==> src/dapcd_pkg.sv <==
// ----------------------------------------------------------------------------
// dapcd_pkg
// Shared types, code tables and classification for the prefix-code decoder.
// ----------------------------------------------------------------------------
`timescale 1ns / 1ps
`default_nettype none

package dapcd_pkg;

  localparam int WIN_W       = 15;
  localparam int CNT_W       = 4;
  localparam int IDX_W       = 6;
  localparam int STREET_SIZE = 56;
  localparam int PRON_SIZE   = 47;

  localparam logic [IDX_W-1:0] STREET_END = 6'd18;
  localparam logic [IDX_W-1:0] PRON_END   = 6'd16;
  localparam logic [CNT_W-1:0] END_LEN    = 4'd5;

  localparam logic [7:0] STREET_ROM [STREET_SIZE] = '{
    8'h00, 8'hD4, 8'h38, 8'h37, 8'h4D, 8'h52, 8'h53, 8'h45, 8'hCB, 8'hC6,
    8'h4F, 8'h20, 8'h49, 8'h47, 8'h4C, 8'h48, 8'h4E, 8'h54, 8'h0A, 8'h41,
    8'hCA, 8'hD8, 8'hC7, 8'hC2, 8'h2F, 8'h2C, 8'h29, 8'h28, 8'h39, 8'h30,
    8'h35, 8'h36, 8'h34, 8'h33, 8'h27, 8'h32, 8'h31, 8'h51, 8'h58, 8'h2E,
    8'h59, 8'h4A, 8'h56, 8'hC4, 8'hD6, 8'hDC, 8'h5A, 8'h50, 8'h46, 8'h2D,
    8'h4B, 8'h43, 8'h55, 8'h57, 8'h42, 8'h44
  };

  localparam logic [7:0] PRON_ROM [PRON_SIZE] = '{
    8'h00, 8'h76, 8'h6D, 8'h65, 8'h32, 8'h27, 8'h52, 8'h2E, 8'h26, 8'h53,
    8'h6C, 8'h6B, 8'h73, 8'h6E, 8'h5F, 8'h74, 8'h0A, 8'h61, 8'h3A, 8'h24,
    8'h41, 8'h5A, 8'h7E, 8'h25, 8'h6A, 8'h59, 8'h78, 8'h3F, 8'h2B, 8'h43,
    8'h79, 8'h4B, 8'h7A, 8'h55, 8'h75, 8'h70, 8'h6F, 8'h67, 8'h4F, 8'h64,
    8'h66, 8'h68, 8'h49, 8'h69, 8'h45, 8'h62, 8'h00
  };

  // Controller to datapath
  typedef struct packed {
    logic load;    // take the input byte into the bit window
    logic decode;  // decode one code into the output register
  } cmd_t;

  // Datapath to controller
  typedef struct packed {
    logic out_free;   // output register empty or being drained
    logic last_code;  // fewer than 8 bits remain after the current code
  } sts_t;

  typedef struct packed {
    logic [CNT_W-1:0] len;
    logic [IDX_W-1:0] idx;
  } cls_t;

  function automatic cls_t classify(input logic [7:0] v, input logic pron);
    cls_t c;
    c = '0;
    if (!pron) begin
      if (v inside {[8'd56:8'd111], [8'd4:8'd7]}) begin
        c.len = 4'd7; c.idx = IDX_W'(v >> 1);
      end else if (v >= 8'd160) begin
        c.len = 4'd3; c.idx = IDX_W'(v >> 5);
      end else if (v >= 8'd112) begin
        c.len = 4'd5; c.idx = IDX_W'(v >> 3);
      end else if (v inside {[8'd40:8'd55], [8'd16:8'd19]}) begin
        c.len = 4'd6; c.idx = IDX_W'(v >> 2);
      end else begin
        c.len = 4'd8; c.idx = IDX_W'(v);
      end
    end else begin
      if (v inside {[8'd56:8'd91]}) begin
        c.len = 4'd7; c.idx = IDX_W'(v >> 1);
      end else if (v >= 8'd160) begin
        c.len = 4'd3; c.idx = IDX_W'(v >> 5);
      end else if (v >= 8'd112) begin
        c.len = 4'd5; c.idx = IDX_W'(v >> 3);
      end else if (v inside {[8'd20:8'd27]}) begin
        c.len = 4'd8; c.idx = IDX_W'(v);
      end else begin
        c.len = 4'd6; c.idx = IDX_W'(v >> 2);
      end
    end
    return c;
  endfunction

  function automatic logic [7:0] street_sym(input logic [IDX_W-1:0] idx);
    logic [7:0] s;
    s = 8'h00;
    if (idx < IDX_W'(STREET_SIZE)) s = STREET_ROM[idx];
    return s;
  endfunction

  function automatic logic [7:0] pron_sym(input logic [IDX_W-1:0] idx);
    logic [7:0] s;
    s = 8'h00;
    if (idx < IDX_W'(PRON_SIZE)) s = PRON_ROM[idx];
    return s;
  endfunction

endpackage

`default_nettype wire

==> src/dapcd_ctrl.sv <==
// ----------------------------------------------------------------------------
// dapcd_ctrl
// Controller: accepts a byte, then steps decodes until the window runs low.
// ----------------------------------------------------------------------------
`timescale 1ns / 1ps
`default_nettype none

module dapcd_ctrl (
  input  wire logic            clk,
  input  wire logic            rst,
  input  wire logic            in_valid,
  output logic                 in_ready,
  input  wire dapcd_pkg::sts_t sts,
  output dapcd_pkg::cmd_t      cmd
);

  localparam logic ST_IDLE = 1'b0;
  localparam logic ST_DEC  = 1'b1;

  logic state;
  logic state_next;

  assign in_ready   = (state == ST_IDLE);
  assign cmd.load   = in_ready && in_valid;
  assign cmd.decode = (state == ST_DEC) && sts.out_free;

  always_comb begin
    state_next = state;
    case (state)
      ST_IDLE: begin
        if (cmd.load) state_next = ST_DEC;
      end
      ST_DEC: begin
        // return to idle once the final code of this byte is issued
        if (cmd.decode && sts.last_code) state_next = ST_IDLE;
      end
      default: state_next = ST_IDLE;
    endcase
  end

  always_ff @(posedge clk) begin
    if (rst) begin
      state <= ST_IDLE;
    end else begin
      state <= state_next;
    end
  end

endmodule

`default_nettype wire

==> src/dapcd_dp.sv <==
// ----------------------------------------------------------------------------
// dapcd_dp
// Datapath: bit window, code classification, ROM lookup, output register.
// ----------------------------------------------------------------------------
`timescale 1ns / 1ps
`default_nettype none

module dapcd_dp (
  input  wire logic            clk,
  input  wire logic            rst,
  input  wire dapcd_pkg::cmd_t cmd,
  output dapcd_pkg::sts_t      sts,
  input  wire logic [7:0]      code_byte,
  output logic                 out_valid,
  input  wire logic            out_ready,
  output logic [7:0]           symbol,
  output logic                 section,
  output logic                 word_end,
  output logic                 last
);

  logic [dapcd_pkg::WIN_W-1:0] win;
  logic [dapcd_pkg::CNT_W-1:0] cnt;
  logic                        pron;

  logic [7:0]                  top_bits;
  dapcd_pkg::cls_t             cls;
  logic [dapcd_pkg::CNT_W-1:0] cnt_after;
  logic [dapcd_pkg::WIN_W-1:0] win_after;
  logic [dapcd_pkg::WIN_W-1:0] keep_mask;
  logic [6:0]                  load_mask;
  logic                        is_end;
  logic [7:0]                  sym;

  // while decoding cnt is 8..15, so the shift to the top byte is cnt - 8
  assign top_bits  = 8'(win >> cnt[2:0]);
  assign cls       = dapcd_pkg::classify(top_bits, pron);
  assign cnt_after = cnt - cls.len;
  assign keep_mask = (dapcd_pkg::WIN_W'(1) << cnt_after) - dapcd_pkg::WIN_W'(1);
  assign win_after = win & keep_mask;
  assign load_mask = (7'(1) << cnt[2:0]) - 7'(1);

  always_comb begin
    if (pron) begin
      is_end = (cls.len == dapcd_pkg::END_LEN) && (cls.idx == dapcd_pkg::PRON_END);
      sym    = dapcd_pkg::pron_sym(cls.idx);
    end else begin
      is_end = (cls.len == dapcd_pkg::END_LEN) && (cls.idx == dapcd_pkg::STREET_END);
      sym    = is_end ? 8'h00 : dapcd_pkg::street_sym(cls.idx);
    end
  end

  assign sts.out_free  = !out_valid || out_ready;
  assign sts.last_code = !cnt_after[3];

  always_ff @(posedge clk) begin
    if (rst) begin
      win       <= '0;
      cnt       <= '0;
      pron      <= 1'b0;
      out_valid <= 1'b0;
    end else begin
      if (cmd.load) begin
        win <= {win[6:0] & load_mask, code_byte};
        cnt <= cnt + dapcd_pkg::CNT_W'(8);
      end else if (cmd.decode) begin
        win <= win_after;
        cnt <= cnt_after;
        if (is_end) pron <= !pron;
      end
      if (cmd.decode) begin
        out_valid <= 1'b1;
      end else if (out_ready) begin
        out_valid <= 1'b0;
      end
    end
  end

  always_ff @(posedge clk) begin
    if (cmd.decode) begin
      symbol   <= sym;
      section  <= pron;
      word_end <= is_end;
      last     <= !cnt_after[3];
    end
  end

endmodule

`default_nettype wire

==> src/dual_alphabet_prefix_code_decoder_top.sv <==
// A byte accepted on s_axis is loaded into the bit window; its codes then go to m_axis via the output register.
// Each byte has an accept step followed by one decode step per decoded code (1 to 3).
// The decode loop issues one code per cycle while the output register is free, through a single classify/ROM path.
// Output register lets the next byte be accepted while the final symbol waits.
// Reset (rst, synchronous, active high) empties the bit window and selects street.
// ----------------------------------------------------------------------------
// dual_alphabet_prefix_code_decoder_top
// Static prefix-code decoder with alternating street/pronunciation alphabets.
// ----------------------------------------------------------------------------
`timescale 1ns / 1ps
`default_nettype none

module dual_alphabet_prefix_code_decoder_top (
  input  wire logic       clk,
  input  wire logic       rst,
  input  wire logic       s_axis_tvalid,
  output logic            s_axis_tready,
  input  wire logic [7:0] s_axis_tdata,   // [7:0] code_byte
  output logic            m_axis_tvalid,
  input  wire logic       m_axis_tready,
  output logic [7:0]      m_axis_tdata,   // [7:0] symbol
  output logic [1:0]      m_axis_tuser,   // [0] section, [1] word_end
  output logic            m_axis_tlast
);

  dapcd_pkg::cmd_t cmd;
  dapcd_pkg::sts_t sts;
  logic            section;
  logic            word_end;

  dapcd_ctrl u_ctrl (
    .clk      (clk),
    .rst      (rst),
    .in_valid (s_axis_tvalid),
    .in_ready (s_axis_tready),
    .sts      (sts),
    .cmd      (cmd)
  );

  dapcd_dp u_dp (
    .clk       (clk),
    .rst       (rst),
    .cmd       (cmd),
    .sts       (sts),
    .code_byte (s_axis_tdata),
    .out_valid (m_axis_tvalid),
    .out_ready (m_axis_tready),
    .symbol    (m_axis_tdata),
    .section   (section),
    .word_end  (word_end),
    .last      (m_axis_tlast)
  );

  assign m_axis_tuser = {word_end, section};

endmodule

`default_nettype wire

==> config.mk <==
export PLATFORM = sky130hd
export DESIGN_NAME = dual_alphabet_prefix_code_decoder_top
export DESIGN_NICKNAME = d
export VERILOG_FILES = /design/src/dapcd_pkg.sv /design/src/dapcd_ctrl.sv /design/src/dapcd_dp.sv /design/src/dual_alphabet_prefix_code_decoder_top.sv
export SDC_FILE = /design/constraint.sdc
export NUM_CORES = 1
export LEC_CHECK = 0
export BUFFER_PORTS_ARGS = -buffer_cell sky130_fd_sc_hd__buf_2
export CAP_MARGIN = 20
export CORE_UTILIZATION = 28
export CTS_CLUSTER_SIZE = 14
export DETAILED_ROUTE_END_ITERATION = 16
export GPL_TIMING_DRIVEN = 0
export SYNTH_ARGS = -nofsm -noshare
export SYNTH_HDL_FRONTEND = slang
export SYNTH_SLANG_ARGS = --single-unit
==> constraint.sdc <==
create_clock -name clk -period 6.07 [get_ports clk]
set_input_delay 0.607 -clock clk [delete_from_list [all_inputs] [get_ports clk]]
set_output_delay 0.607 -clock clk [all_outputs]
set_load 0.05 [all_outputs]
==> flow_summary.ini <==
[setup_path]
path_buf_inv = 3
worstPathArrival_ps = 5830
start_kind = register
reg2reg_slack_ps = 460
worst_path_most_repeated_cell = a21oi_1
cp_top_family = compound AO/OA/AOI/OAI gates
cp_slowest_cell = or4_1
endpoint_kind = register
max_stage_delay_ps = 470
worst-path-max-fanout = 8
crit_type = reg -> reg
crit_required_ps = 6290

[timing]
worstMarginPinSlew_ps = 800
fmax_mhz = 178
drv_slew = 0
hold_viol_final = 0
maxSlewHeadroom = 0.467
fin_crit_sh = 0.924
skew_ps = 8.12
fin_crit_ps = 5610
grt_setup_unrepaired = no
fin_ws_ps = 462
setup_viol = 0
tns_ps = 0

[routing]
drtAntennaViolNets = 0
drt_iter0_drc = 715
num_vias = 5018
wl_per_cell_um = 19.1
routed_via_density = 6.28
drc = 0
dr.pass1.iters = 6
drt-total-wl_um = 15300

[final_layout]
n_antenna_cell = 0
layout.nets = 647
design_area_um2 = 4830
num-fill-cells = 1602
multi_input_area_um2 = 3200
syn2layout_area_growth_pct = 13.9
final_common_cell = nand2_1
layout_common_cells = 66 x nand2_1, 47 x nor2_1, 45 x a21oi_1
seqCellArea_um2 = 771
drive_gt1_frac = 0.145

[cts]
clkTransAtPathRegs_ps = 60
root_buffer = clkbuf_16
clk_latency_ps = 290
cts.sinks = 33
numCtsBuffers = 5
h-tree-depth = 2
clk_path_buf_depth = 2
tritoncts = done

[yosys]
async_flop_share = 0
synth_area_um2 = 4240
synth-main-ff-cell = dfxtp_1
ys_seq_elements = 33
synth_edf_count = 11
synth_nets = 611
yosys_warnings = 0
syn_avg_cell_area_um2 = 7.34
synth_cells = 578
synth.distinct_cells = 76
ys_seq_area_frac = 0.182

[floorplan]
die_h_um = 125
core-area_um2 = 14600
fp-row-count = 44
ios = 25
fp.dieArea_um2 = 15600
dieWidth_um = 125
start_util = 0.290

[global_routing]
met1_usage = 0.274
grt_pass1_vias = 4684
grt_pass1_wl_um = 24700
use_met2 = 0.286
grt-ovfl-total = 0
grt_max_degree = 15
grt_use_met3 = 0.0261
grt_busiest_layer = met2
grt_use_total = 0.193
antenna_found_initial = 0

[placed_design]
gp_congestion = 0.959
dpl_cell_area_um2 = 4610
port_buffers = 24
post-place-ws_ps = 307
place_hpwl_um = 10800

[min_path]
hold_class = reg -> reg

[status]
outcome = complete, no violations

[job]
maxCapViolCount = 0
[cells in the mapped netlist, types with 5 or more instances]
master	count	share of area
a311oi_1	9	0.019
o22ai_1	11	0.016
o22a_1	5	0.010
o21a_1	5	0.0088
xnor2_1	5	0.010
o211ai_1	18	0.032
mux2i_1	21	0.050
clkbuf_1	25	0.022
a21oi_1	45	0.053
a22oi_1	8	0.014
nand2b_1	5	0.0074
a31oi_1	8	0.012
o21ai_0	44	0.052
nor3_1	15	0.018
ha_1	20	0.059
mux2_2	5	0.013
nor2_1	49	0.043
buf_2	12	0.014
a21o_1	5	0.0088
a211oi_1	13	0.023
nand2_1	66	0.058
dfxtp_1	22	0.10
edfxtp_1	11	0.078
inv_1	16	0.014
nand3_1	26	0.031
o31ai_1	6	0.011
[path summary, 6_finish.rpt]
path                                    from  depth (start not counted)           end
worst max-delay path             u_dp.cnt[1]                         25  u_dp.win[10]
worst min-delay path            u_dp.win[14]                          2  u_dp.win[14]
worst max register to register   u_dp.cnt[1]                         25  u_dp.win[10]
worst min register to register  u_dp.win[14]                          2  u_dp.win[14]
[area by class of cell]
class,instances,area share
multi-input combinational,479,0.662
clock buffer,6,0.0287
tap,184,0.0476
timing repair buffer,30,0.0357
sequential,33,0.160
clock inverter,2,0.00285
buffer,46,0.0487
inverter,19,0.0148
[worst min-delay path: cells and delay by family, from the launching register on]
kind | cells | cell delay [ps]
and+or+nand+nor | 1 | 60
AOI/OAI and AO/OA | 1 | 60
DFF | 1 | 310
[flip-flops by register name, indices dropped and copies added (netlist names)]
register        flops
u_ctrl.state        1
u_dp.cnt            4
u_dp.word_end       1
u_dp.out_valid      1
u_dp.symbol         8
u_dp.win           15
u_dp.last           1
u_dp.pron           1
u_dp.section        1
[repair_timing]
action                     CTS  global route
setup buffers                0             5
setup endpoints to repair    0             7
hold buffers                 0             0
gates resized for setup      0            12
hold endpoints to repair     0             0
[routing by layer]
| metal | wire length (um) | part of all wire |
|---|---|---|
| met5 | 0 | 0 |
| met4 | 607 | 0.040 |
| met3 | 1670 | 0.11 |
| met2 | 6410 | 0.42 |
| met1 | 6590 | 0.43 |
[stage by stage]
step                 util  std cells  hold WS, ps
finish              0.330        799          477
global route        0.330        799          498
CTS                 0.325        795          481
detailed placement  0.315        787          472
global placement    0.314        786          470
floorplan               -        578          448
[kinds of logic after synthesis]
| family | synth area share |
|---|---|
| simple gates | 0.208 |
| fa+ha+maj | 0.0637 |
| flops | 0.182 |
| mux | 0.0787 |
| compound gates | 0.372 |
| xor+xnor | 0.0224 |
| buf+inv | 0.0725 |
Power is not shown: default switching activity piles up to over one toggle a cycle in this logic, so the estimate is an artifact.
